===== src/olcs_pkg.sv =====
// ----------------------------------------------------------------------------
// olcs_pkg
// Types, codes and constants shared by the lane-change sequencer files.
// ----------------------------------------------------------------------------
package olcs_pkg;

    localparam int unsigned DIST_W  = 16;
    localparam int unsigned HCM_W   = 9;   // class height in cm, up to 400
    localparam int unsigned FOCAL_W = 12;
    localparam int unsigned BH_W    = 11;
    localparam int unsigned PROD_W  = HCM_W + FOCAL_W;
    localparam int unsigned CNT_W   = 5;
    localparam int unsigned CMD_W   = 13;

    localparam logic [DIST_W-1:0] SAT_DIST_CM = '1;

    localparam logic signed [CMD_W-1:0] CMD_LIMIT     = 13'sd4000;
    localparam logic signed [CMD_W-1:0] OVR_SPEED     = 13'sd250;
    localparam logic signed [CMD_W-1:0] SHIFT_STEER   = 13'sd550;
    localparam logic signed [CMD_W-1:0] REALIGN_STEER = 13'sd413;

    typedef enum logic [1:0] {
        CMD_BOX       = 2'd0,
        CMD_FRAME_END = 2'd1,
        CMD_LANE_TICK = 2'd2,
        CMD_UNUSED    = 2'd3
    } t_cmd;

    typedef enum logic [1:0] {
        MODE_NORMAL   = 2'd0,
        MODE_SHIFTING = 2'd1,
        MODE_REALIGN  = 2'd2,
        MODE_CHANGED  = 2'd3
    } t_mode;

    typedef enum logic [2:0] {
        REG_DANGER   = 3'd0,
        REG_CLEAR    = 3'd1,
        REG_HOLD     = 3'd2,
        REG_REALIGN  = 3'd3,
        REG_TIMEOUT  = 3'd4,
        REG_FOCAL    = 3'd5,
        REG_WIDTH    = 3'd6,
        REG_ZONE     = 3'd7
    } t_reg_idx;

    typedef enum logic [1:0] {
        DU_IDLE,
        DU_MUL,
        DU_DIV,
        DU_FIN
    } t_du_state;

    typedef enum logic {
        ST_IDLE,
        ST_DIST
    } t_seq_state;

    typedef struct packed {
        logic busy;
        logic done;
    } t_du_status;

    function automatic logic [HCM_W-1:0] class_height_cm(input logic [6:0] cls);
        logic [HCM_W-1:0] h;
        case (cls)
            7'd0:    h = 9'd175;
            7'd1:    h = 9'd100;
            7'd2:    h = 9'd150;
            7'd3:    h = 9'd120;
            7'd5:    h = 9'd350;
            7'd7:    h = 9'd400;
            7'd9:    h = 9'd90;
            7'd11:   h = 9'd80;
            default: h = 9'd120;
        endcase
        return h;
    endfunction

    function automatic logic signed [CMD_W-1:0] clamp_cmd(input logic signed [CMD_W-1:0] v);
        logic signed [CMD_W-1:0] r;
        if (v > CMD_LIMIT) begin
            r = CMD_LIMIT;
        end else if (v < -CMD_LIMIT) begin
            r = -CMD_LIMIT;
        end else begin
            r = v;
        end
        return r;
    endfunction

endpackage


===== src/olcs_dist_unit.sv =====
// ----------------------------------------------------------------------------
// olcs_dist_unit
// Bit-serial distance estimate: height x focal by shift-add, then restoring
// division by box height one quotient bit a cycle, saturated to 16 bits.
// ----------------------------------------------------------------------------
module olcs_dist_unit (
    input  logic                              i_clk,
    input  logic                              i_rst_n,
    input  logic                              i_start,
    input  logic [olcs_pkg::HCM_W-1:0]        i_height_cm,
    input  logic [olcs_pkg::FOCAL_W-1:0]      i_focal_px,
    input  logic [olcs_pkg::BH_W-1:0]         i_box_height,
    output olcs_pkg::t_du_status              o_status,
    output logic [olcs_pkg::DIST_W-1:0]       o_dist_cm
);

    olcs_pkg::t_du_state r_state, n_state;
    logic [olcs_pkg::CNT_W-1:0]   r_cnt;
    logic [olcs_pkg::HCM_W-1:0]   r_hcm;
    logic [olcs_pkg::FOCAL_W-1:0] r_focal;
    logic [olcs_pkg::BH_W-1:0]    r_div;
    logic [olcs_pkg::BH_W-1:0]    r_rem;
    logic [olcs_pkg::PROD_W-1:0]  r_prod;   // product, then quotient

    logic [olcs_pkg::BH_W:0]      w_trial;
    logic [olcs_pkg::BH_W:0]      w_diff;
    logic                         w_ge;
    logic [olcs_pkg::PROD_W-1:0]  w_addend;

    assign w_trial  = {r_rem, r_prod[olcs_pkg::PROD_W-1]};
    assign w_ge     = w_trial >= {1'b0, r_div};
    assign w_diff   = w_trial - {1'b0, r_div};
    assign w_addend = r_hcm[olcs_pkg::HCM_W-1]
                    ? {{(olcs_pkg::PROD_W-olcs_pkg::FOCAL_W){1'b0}}, r_focal}
                    : '0;

    always_comb begin
        n_state = r_state;
        case (r_state)
            olcs_pkg::DU_IDLE: if (i_start)      n_state = olcs_pkg::DU_MUL;
            olcs_pkg::DU_MUL:  if (r_cnt == '0)  n_state = olcs_pkg::DU_DIV;
            olcs_pkg::DU_DIV:  if (r_cnt == '0)  n_state = olcs_pkg::DU_FIN;
            olcs_pkg::DU_FIN:                    n_state = olcs_pkg::DU_IDLE;
            default:                             n_state = olcs_pkg::DU_IDLE;
        endcase
    end

    always_comb begin
        o_status.busy = (r_state != olcs_pkg::DU_IDLE);
        o_status.done = (r_state == olcs_pkg::DU_FIN);
        if (r_prod[olcs_pkg::PROD_W-1:olcs_pkg::DIST_W] != '0) begin
            o_dist_cm = olcs_pkg::SAT_DIST_CM;
        end else begin
            o_dist_cm = r_prod[olcs_pkg::DIST_W-1:0];
        end
    end

    always_ff @(posedge i_clk) begin
        if (!i_rst_n) begin
            r_state <= olcs_pkg::DU_IDLE;
        end else begin
            r_state <= n_state;
        end
    end

    always_ff @(posedge i_clk) begin
        case (r_state)
            olcs_pkg::DU_IDLE: begin
                r_hcm   <= i_height_cm;
                r_focal <= i_focal_px;
                r_div   <= i_box_height;
                r_prod  <= '0;
                r_rem   <= '0;
                r_cnt   <= olcs_pkg::CNT_W'(olcs_pkg::HCM_W - 1);
            end
            olcs_pkg::DU_MUL: begin
                r_prod <= {r_prod[olcs_pkg::PROD_W-2:0], 1'b0} + w_addend;
                r_hcm  <= {r_hcm[olcs_pkg::HCM_W-2:0], 1'b0};
                if (r_cnt == '0) begin
                    r_cnt <= olcs_pkg::CNT_W'(olcs_pkg::PROD_W - 1);
                end else begin
                    r_cnt <= r_cnt - 1'b1;
                end
            end
            olcs_pkg::DU_DIV: begin
                r_rem  <= w_ge ? w_diff[olcs_pkg::BH_W-1:0] : w_trial[olcs_pkg::BH_W-1:0];
                r_prod <= {r_prod[olcs_pkg::PROD_W-2:0], w_ge};
                r_cnt  <= r_cnt - 1'b1;
            end
            default: begin
            end
        endcase
    end

endmodule


===== src/obstacle_lane_change_sequencer_unit.sv =====
// ----------------------------------------------------------------------------
// obstacle_lane_change_sequencer_unit
// Keeps the nearest in-path obstacle per frame and steps the avoidance modes
// on each lane command, passing the command through or overriding it.
// ----------------------------------------------------------------------------
//  channel   | direction | handshake               | payload
//  ----------+-----------+-------------------------+------------------------------
//  input     | in        | i_valid / o_stall       | cmd, box, class, time, lane cmd
//  result    | out       | o_valid / i_stall       | speed, steer, override, mode, dist
//  config    | in        | i_cfg_valid/o_cfg_ready | register index, data
//
//  Lane ticks, frame ends, unused codes and out-of-zone boxes do not use the distance unit.
//  An in-zone box with non-zero height is accepted, then goes through the serial
//  multiply and the one-bit-a-cycle divider, then finishes.
//  Reset (synchronous, active low) loads the register defaults and state.
//  Input is stalled while a distance is in work or a result waits stalled.
// ----------------------------------------------------------------------------
module obstacle_lane_change_sequencer_unit (
    input  logic               i_clk,
    input  logic               i_rst_n,
    input  logic               i_valid,
    output logic               o_stall,
    input  logic [1:0]         i_cmd,
    input  logic [10:0]        i_box_center_x,
    input  logic [10:0]        i_box_height,
    input  logic [6:0]         i_class_id,
    input  logic [31:0]        i_now_ms,
    input  logic signed [12:0] i_lane_speed_mms,
    input  logic signed [12:0] i_lane_steer_mrad,
    output logic               o_valid,
    input  logic               i_stall,
    output logic signed [12:0] o_speed_mms,
    output logic signed [12:0] o_steer_mrad,
    output logic               o_overridden,
    output logic [1:0]         o_mode,
    output logic [15:0]        o_nearest_cm,
    input  logic               i_cfg_valid,
    output logic               o_cfg_ready,
    input  logic [2:0]         i_cfg_index,
    input  logic [15:0]        i_cfg_data
);

    // configuration
    logic [15:0] r_danger, r_clear, r_hold, r_realign, r_timeout;
    logic [11:0] r_focal;
    logic [10:0] r_width, r_zone;

    // state
    olcs_pkg::t_mode      r_mode;
    logic [31:0]          r_phase_start;
    logic [15:0]          r_nearest;
    logic                 r_shift_right;
    logic [15:0]          r_best_cm;
    logic                 r_best_found;
    logic [10:0]          r_best_center;
    logic [10:0]          r_bx;

    olcs_pkg::t_seq_state r_state, n_state;
    logic                 r_out_valid;

    logic                 w_accept;
    logic                 w_start;
    logic [10:0]          w_centre;
    logic [10:0]          w_off;
    logic                 w_in_zone;
    olcs_pkg::t_du_status w_du;
    logic [15:0]          w_du_dist;

    // lane step
    logic [31:0]               w_elapsed;
    logic                      w_hold_over, w_realign_over, w_timeout_over;
    olcs_pkg::t_mode           n_mode;
    logic                      n_phase_load;
    logic signed [12:0]        n_speed, n_steer;
    logic                      n_ovr;

    assign o_cfg_ready = 1'b1;
    assign o_stall     = (r_state != olcs_pkg::ST_IDLE) || (r_out_valid && i_stall);
    assign w_accept    = i_valid && !o_stall;
    assign o_valid     = r_out_valid;

    assign w_centre  = {1'b0, r_width[10:1]};
    assign w_off     = (i_box_center_x >= w_centre) ? (i_box_center_x - w_centre)
                                                    : (w_centre - i_box_center_x);
    assign w_in_zone = (w_off <= r_zone);

    // ---------------------------------------------------------------- control
    always_comb begin
        n_state = r_state;
        case (r_state)
            olcs_pkg::ST_IDLE: if (w_start)       n_state = olcs_pkg::ST_DIST;
            olcs_pkg::ST_DIST: if (w_du.done)     n_state = olcs_pkg::ST_IDLE;
            default:                              n_state = olcs_pkg::ST_IDLE;
        endcase
    end

    always_comb begin
        w_start = 1'b0;
        case (r_state)
            olcs_pkg::ST_IDLE: begin
                w_start = w_accept && (i_cmd == olcs_pkg::CMD_BOX) && w_in_zone
                          && (i_box_height != '0) && !w_du.busy;
            end
            default: w_start = 1'b0;
        endcase
    end

    always_ff @(posedge i_clk) begin
        if (!i_rst_n) begin
            r_state <= olcs_pkg::ST_IDLE;
        end else begin
            r_state <= n_state;
        end
    end

    olcs_dist_unit u_dist (
        .i_clk        (i_clk),
        .i_rst_n      (i_rst_n),
        .i_start      (w_start),
        .i_height_cm  (olcs_pkg::class_height_cm(i_class_id)),
        .i_focal_px   (r_focal),
        .i_box_height (i_box_height),
        .o_status     (w_du),
        .o_dist_cm    (w_du_dist)
    );

    // -------------------------------------------------------------- lane step
    assign w_elapsed      = i_now_ms - r_phase_start;
    assign w_hold_over    = (w_elapsed[31:16] != '0) || (w_elapsed[15:0] > r_hold);
    assign w_realign_over = (w_elapsed[31:16] != '0) || (w_elapsed[15:0] > r_realign);
    assign w_timeout_over = (w_elapsed[31:16] != '0) || (w_elapsed[15:0] > r_timeout);

    always_comb begin
        n_mode       = r_mode;
        n_phase_load = 1'b0;
        n_speed      = olcs_pkg::clamp_cmd(i_lane_speed_mms);
        n_steer      = olcs_pkg::clamp_cmd(i_lane_steer_mrad);
        n_ovr        = 1'b0;
        case (r_mode)
            olcs_pkg::MODE_NORMAL: begin
                if (r_nearest < r_danger) begin
                    n_mode       = olcs_pkg::MODE_SHIFTING;
                    n_phase_load = 1'b1;
                end
            end
            olcs_pkg::MODE_SHIFTING: begin
                n_speed = olcs_pkg::OVR_SPEED;
                n_steer = r_shift_right ? olcs_pkg::SHIFT_STEER : -olcs_pkg::SHIFT_STEER;
                n_ovr   = 1'b1;
                if (w_hold_over) begin
                    n_mode       = olcs_pkg::MODE_REALIGN;
                    n_phase_load = 1'b1;
                end
            end
            olcs_pkg::MODE_REALIGN: begin
                n_speed = olcs_pkg::OVR_SPEED;
                n_steer = r_shift_right ? -olcs_pkg::REALIGN_STEER : olcs_pkg::REALIGN_STEER;
                n_ovr   = 1'b1;
                if (w_realign_over) begin
                    n_mode       = olcs_pkg::MODE_CHANGED;
                    n_phase_load = 1'b1;
                end
            end
            default: begin
                // changed mode leaves without reloading the phase start
                if ((r_nearest > r_clear) || w_timeout_over) begin
                    n_mode = olcs_pkg::MODE_NORMAL;
                end
            end
        endcase
    end

    // ------------------------------------------------------------- registers
    always_ff @(posedge i_clk) begin
        if (!i_rst_n) begin
            r_danger      <= 16'd350;
            r_clear       <= 16'd550;
            r_hold        <= 16'd1200;
            r_realign     <= 16'd900;
            r_timeout     <= 16'd6000;
            r_focal       <= 12'd381;
            r_width       <= 11'd640;
            r_zone        <= 11'd192;
            r_mode        <= olcs_pkg::MODE_NORMAL;
            r_phase_start <= '0;
            r_nearest     <= olcs_pkg::SAT_DIST_CM;
            r_shift_right <= 1'b1;
            r_best_cm     <= olcs_pkg::SAT_DIST_CM;
            r_best_found  <= 1'b0;
            r_best_center <= '0;
            r_out_valid   <= 1'b0;
        end else begin
            if (i_cfg_valid && o_cfg_ready) begin
                case (i_cfg_index)
                    olcs_pkg::REG_DANGER:  r_danger  <= i_cfg_data;
                    olcs_pkg::REG_CLEAR:   r_clear   <= i_cfg_data;
                    olcs_pkg::REG_HOLD:    r_hold    <= i_cfg_data;
                    olcs_pkg::REG_REALIGN: r_realign <= i_cfg_data;
                    olcs_pkg::REG_TIMEOUT: r_timeout <= i_cfg_data;
                    olcs_pkg::REG_FOCAL:   r_focal   <= i_cfg_data[11:0];
                    olcs_pkg::REG_WIDTH:   r_width   <= i_cfg_data[10:0];
                    olcs_pkg::REG_ZONE:    r_zone    <= i_cfg_data[10:0];
                    default: begin
                    end
                endcase
            end

            // a new tick result replaces the one leaving in the same cycle
            if (w_accept && (i_cmd == olcs_pkg::CMD_LANE_TICK)) begin
                r_out_valid <= 1'b1;
            end else if (r_out_valid && !i_stall) begin
                r_out_valid <= 1'b0;
            end

            if (w_accept) begin
                case (i_cmd)
                    olcs_pkg::CMD_BOX: begin
                        // in-zone zero height saturates at once; other in-zone boxes go to the divider
                        if (w_in_zone && (i_box_height == '0)) begin
                            if (!r_best_found) begin
                                r_best_cm     <= olcs_pkg::SAT_DIST_CM;
                                r_best_center <= i_box_center_x;
                                r_best_found  <= 1'b1;
                            end
                        end
                    end
                    olcs_pkg::CMD_FRAME_END: begin
                        r_nearest <= r_best_cm;
                        if (r_best_found) begin
                            r_shift_right <= (r_best_center < w_centre);
                        end
                        r_best_cm    <= olcs_pkg::SAT_DIST_CM;
                        r_best_found <= 1'b0;
                    end
                    olcs_pkg::CMD_LANE_TICK: begin
                        r_mode <= n_mode;
                        if (n_phase_load) begin
                            r_phase_start <= i_now_ms;
                        end
                    end
                    default: begin
                    end
                endcase
            end

            if ((r_state == olcs_pkg::ST_DIST) && w_du.done) begin
                if (!r_best_found || (w_du_dist < r_best_cm)) begin
                    r_best_cm     <= w_du_dist;
                    r_best_center <= r_bx;
                    r_best_found  <= 1'b1;
                end
            end
        end
    end

    // payload registers
    always_ff @(posedge i_clk) begin
        if (w_start) begin
            r_bx <= i_box_center_x;
        end
        if (w_accept && (i_cmd == olcs_pkg::CMD_LANE_TICK)) begin
            o_speed_mms  <= n_speed;
            o_steer_mrad <= n_steer;
            o_overridden <= n_ovr;
            o_mode       <= n_mode;
            o_nearest_cm <= r_nearest;
        end
    end

endmodule


===== config.mk =====
export PLATFORM = sky130hd
export DESIGN_NAME = obstacle_lane_change_sequencer_unit
export DESIGN_NICKNAME = d
export VERILOG_FILES = /design/src/olcs_pkg.sv /design/src/olcs_dist_unit.sv /design/src/obstacle_lane_change_sequencer_unit.sv
export SDC_FILE = /design/constraint.sdc
export NUM_CORES = 1
export LEC_CHECK = 0
export BUFFER_PORTS_ARGS = -buffer_cell sky130_fd_sc_hd__buf_2
export CORE_UTILIZATION = 55
export CTS_CLUSTER_DIAMETER = 80
export DETAILED_ROUTE_END_ITERATION = 8
export GPL_ROUTABILITY_DRIVEN = 0
export HOLD_SLACK_MARGIN = 0.02
export PLACE_DENSITY = 0.79
export SYNTH_ARGS = -nofsm -noshare
export SYNTH_HDL_FRONTEND = slang
export SYNTH_SLANG_ARGS = --single-unit
export TNS_END_PERCENT = 20

===== constraint.sdc =====
create_clock -name i_clk -period 7 [get_ports i_clk]
set_input_delay 0 -clock i_clk [delete_from_list [all_inputs] [get_ports i_clk]]
set_output_delay 0 -clock i_clk [all_outputs]
set_load 0.01 [all_outputs]

==> impl_metrics.py <==
metrics = {
    "grt": {
        "grt_remaining_overflow": 0,
        "grt_max_degree": 109,
        "grt_first_pass_wirelength_mm": 80.5,
        "use_met1_pct": 34.5,
        "grt_antenna_before_repair": 3,
        "top_usage_layer": "met2",
        "globalRouteMet3Util_pct": 3.99,
        "global_route.usage.total_pct": 27.5,
        "vias_in_the_first_global_route": 16500,
        "grt.met2_usage_pct": 46.8,
    },
    "sta": {
        "report.final.setup_viol": 0,
        "timing.final.hold_violations": 0,
        "fmax_mhz": 158,
        "setup_total_negative_slack_ns": 0,
        "final.min_clock_period_ns": 6.33,
        "worst_slew_pin_slew_ns": 1.16,
        "post-route-period-util_pct": 90.5,
        "timing_max_transition_violations_final": 0,
        "timing.clock.skew_ns": 0.0189,
        "slew_headroom_pct": 22.6,
        "unrepaired_setup_endpoints_after_global_routing": "false",
    },
    "routing": {
        "drt_iter0_drc": 1272,
        "post_detailed_routing_wire_length_mm": 50.2,
        "route.vias.total": 16900,
        "drtAntennaViolNets": 0,
        "post-route-drc-count": 0,
        "viasPerCell": 5.82,
        "drt-wirelength-per-cell_um": 17.3,
        "dr.pass1.iters": 5,
    },
    "die": {
        "core_footprint_um2": 34500,
        "placement_rows": 68,
        "io-pin-count": 161,
        "die_width_um": 189,
        "overall_die_area_um2": 35700,
        "initial_utilization_pct": 55.8,
        "fp.dieH_um": 189,
    },
    "setup_path": {
        "regToRegSetupSlack_ns": 0.67,
        "worst-endpoint-arrival_ns": 6.81,
        "required_ns": 7.47,
        "critical_path_peak_fanout": 16,
        "critPathCaptureType": "flop",
        "setup.worst_path.start_class": "flop",
        "timing_worst_setup_path_type": "flop to flop",
    },
    "synth": {
        "cell_count_after_synthesis": 2188,
        "muxShareOfSynthArea_pct": 2.36,
        "syn-num-nets": 2509,
        "ys.warnings.count": 0,
        "synth_simple_gate_area_share_pct": 16.6,
        "synth_top_area_cell": "sky130_fd_sc_hd__dfxtp_1",
        "syn-mean-instance-area_um2": 8.79,
        "combinational_family_with_the_most_area_after_synthesis": "compound AO/OA/AOI/OAI gates",
        "seq_area_frac_synth_pct": 39.9,
        "synth_top_cells_by_area": "sky130_fd_sc_hd__dfxtp_1, sky130_fd_sc_hd__edfxtp_1, sky130_fd_sc_hd__ha_1",
        "synth_compound_area_share_pct": 19.0,
        "postSynth.topFlopCell": "sky130_fd_sc_hd__dfxtp_1",
        "async_reset_ff_share_pct": 0,
        "ys_ff_latch": 321,
        "synth_enable_flop_cells": 125,
        "synthDominantCellAreaShare_pct": 20.4,
        "synthXorXnorAreaFrac_pct": 2.23,
        "synth.distinct_cells": 73,
        "synthAdderAreaFrac_pct": 13.7,
        "mappedNetlistArea_um2": 19200,
    },
    "clock_network": {
        "cts_tree": "yes",
        "cts.sink_count": 321,
        "root_buffer": "sky130_fd_sc_hd__clkbuf_16",
        "cts_buffer_depth": 3,
        "tritoncts.num_buffers": 37,
        "cts_resized": 0,
        "cts_max_level": 2,
        "clock_insertion_delay_worst_skew_ns": 0.53,
        "clkSlewWorstSetupHoldPaths_ns": 0.06,
    },
    "power_and_ir_drop": {
        "p_int_mw": 3.80,
        "seqPwrFrac_pct": 40.3,
        "power_leakage_nw": 9.76,
        "p_sw_mw": 1.60,
        "share_clk_of_total_power_pct": 37.5,
        "power.share.combinational_pct": 22.2,
        "power-per-cell-area_nw_per_um2": 238,
        "power.switching_fraction_pct": 29.7,
        "power.ir.vdd_worst_uv": 175,
    },
    "place": {
        "dp.final_hpwl_mm": 34.3,
        "place.port_buffers": 159,
    },
    "finish": {
        "finish.net_count": 2736,
        "drive_above_1_share_pct": 10.3,
        "final_util_pct": 66.0,
        "syn2layout_area_growth_pct": 18.2,
    },
    "job": {
        "cap_violations": 0,
    },
    "hold_path": {
        "min-delay-path-class": "input pin to flop",
    },
    "status": {
        "outcome": "complete, no violations",
    },
}
[path summary, 6_finish.rpt]
kind,to,cells past startpoint,start
max,r_best_cm[2],22,r_width[2]
min,u_dist.r_hcm[4],4,i_class_id[5]
max reg2reg,r_best_cm[2],22,r_width[2]
min reg2reg,u_dist.r_focal[3],0,r_focal[3]
[kinds of logic after synthesis]
group,count (synthesis)
AO/OA/AOI/OAI,560
buffers and inverters,307
adder cells (fa/ha/maj),208
AND/OR/NAND/NOR,697
flip-flops,321
XOR/XNOR,49
other,1
multiplexers,45
[what timing repair did]
action                                 CTS  global route
hold buffers                           111             0
endpoints found under the hold margin  215             0
setup buffers                            0             0
[synth_stat cells (all sizes together), types with 5 or more instances]
cell type    n
fa           5
or2          7
o22a        18
a22oi       14
nor3        18
or4          8
edfxtp     125
a211oi      13
xnor2       28
a21boi      16
nand3       38
a21o        65
inv        212
or3         22
a21oi      186
nor2b       31
nand2b      24
dfxtp      196
o21ai       83
nor4         8
ha         203
o211ai      69
and3         8
o21a        13
nor2        64
a211o        7
o211a       12
xor2        21
buf         12
o21bai      10
and2        21
mux2i       42
nand2      395
clkbuf      83
a31oi        7
nand4       36
[through the flow]
step | worst slack, ns | instances | total power [mW] | hold WS, ns | instance area [um^2]
global route | 0.421 | 2901 | 5.64 | 0.0797 | 22700
global placement | 1.03 | 2720 | 3.28 | 0.191 | 20300
finish | 0.667 | 2903 | 5.41 | 0.0722 | 22700
detailed placement | 0.839 | 2720 | 3.34 | 0.194 | 20300
CTS | 0.821 | 2898 | 5.41 | 0.0291 | 22700
floorplan | 1.83 | 2188 | 3.01 | 0.0989 | 19200
[layer usage]
layer / wire length, um / vias to the layer above
li1: - / 8158
met1: 21300 / 7934
met2: 23900 / 633
met3: 2910 / 160
met4: 2010 / 0
met5: 0 / -
[power groups by stage]
| stage | sequential, mW | clock (mW) | combinational, mW |
|---|---|---|---|
| 2_1_floorplan | 2.19 | 0 | 0.817 |
| 3_3_place_gp | 2.21 | 0 | 1.07 |
| 3_5_place_dp | 2.22 | 0 | 1.12 |
| 4_1_cts | 2.18 | 2.06 | 1.18 |
| 5_1_grt | 2.19 | 2.13 | 1.32 |
| 6_report | 2.18 | 2.03 | 1.20 |
[cells in the final DEF (no fill, tap or decap), drive strengths merged, types with 8 or more instances in the layout]
master       synthesis  final
nand2              395    395
inv                212    216
ha                 203    203
dfxtp              196    196
a21oi              186    186
buf                 12    172
edfxtp             125    125
dlygate4sd3          0    111
o21ai               83     83
o211ai              69     69
a21o                65     65
nor2                64     64
clkbuf              83     48
mux2i               42     42
nand3               38     38
nand4               36     36
nor2b               31     31
xnor2               28     28
nand2b              24     24
or3                 22     22
xor2                21     21
and2                21     21
o22a                18     18
nor3                18     18
a21boi              16     16
a22oi               14     14
o21a                13     13
a211oi              13     13
o211a               12     12
o21bai              10     10
clkinv               0     10
nor4                 8      8
and3                 8      8
or4                  8      8
[sequential cells by signal, indices dropped and copies added, names as in the netlist, 16 cells and up]
register	cells
r_danger	16
u_dist.r_prod	21
r_phase_start	32
r_hold	16
o_nearest_cm	16
r_clear	16
r_realign	16
r_best_cm	16
r_nearest	16
r_timeout	16
[critical path, stage by stage, from the launching register on]
cell	delay, ns
sky130_fd_sc_hd__dfxtp_1	0.40
sky130_fd_sc_hd__ha_1	0.29
sky130_fd_sc_hd__nor2b_1	0.14
sky130_fd_sc_hd__o21ai_0	0.22
sky130_fd_sc_hd__a21boi_0	0.14
sky130_fd_sc_hd__o21a_1	0.19
sky130_fd_sc_hd__o21ai_0	0.22
sky130_fd_sc_hd__a21boi_0	0.15
sky130_fd_sc_hd__o21ai_0	0.38
sky130_fd_sc_hd__and2_1	0.54
sky130_fd_sc_hd__mux2_2	0.40
sky130_fd_sc_hd__ha_1	0.29
sky130_fd_sc_hd__nor2b_1	0.15
sky130_fd_sc_hd__o21a_1	0.18
sky130_fd_sc_hd__o21a_1	0.18
sky130_fd_sc_hd__o21a_1	0.16
sky130_fd_sc_hd__o21a_1	0.15
sky130_fd_sc_hd__o21ai_0	0.21
sky130_fd_sc_hd__nor2b_1	0.15
sky130_fd_sc_hd__o21ai_0	0.12
sky130_fd_sc_hd__a2111oi_0	0.77
sky130_fd_sc_hd__nand4b_1	0.61
sky130_fd_sc_hd__o22a_1	0.23
[final cells by class]
type | instances | area, um^2
timing repair buffer | 283 | 2010
sequential | 321 | 7680
fill | 2696 | 11700
tap | 455 | 569
inverter | 212 | 796
multi-input combinational | 1560 | 10400
antenna | 5 | 12.5
clock buffer | 48 | 1050
clock inverter | 19 | 231
Note: power is estimated with default switching activity, not from simulation.
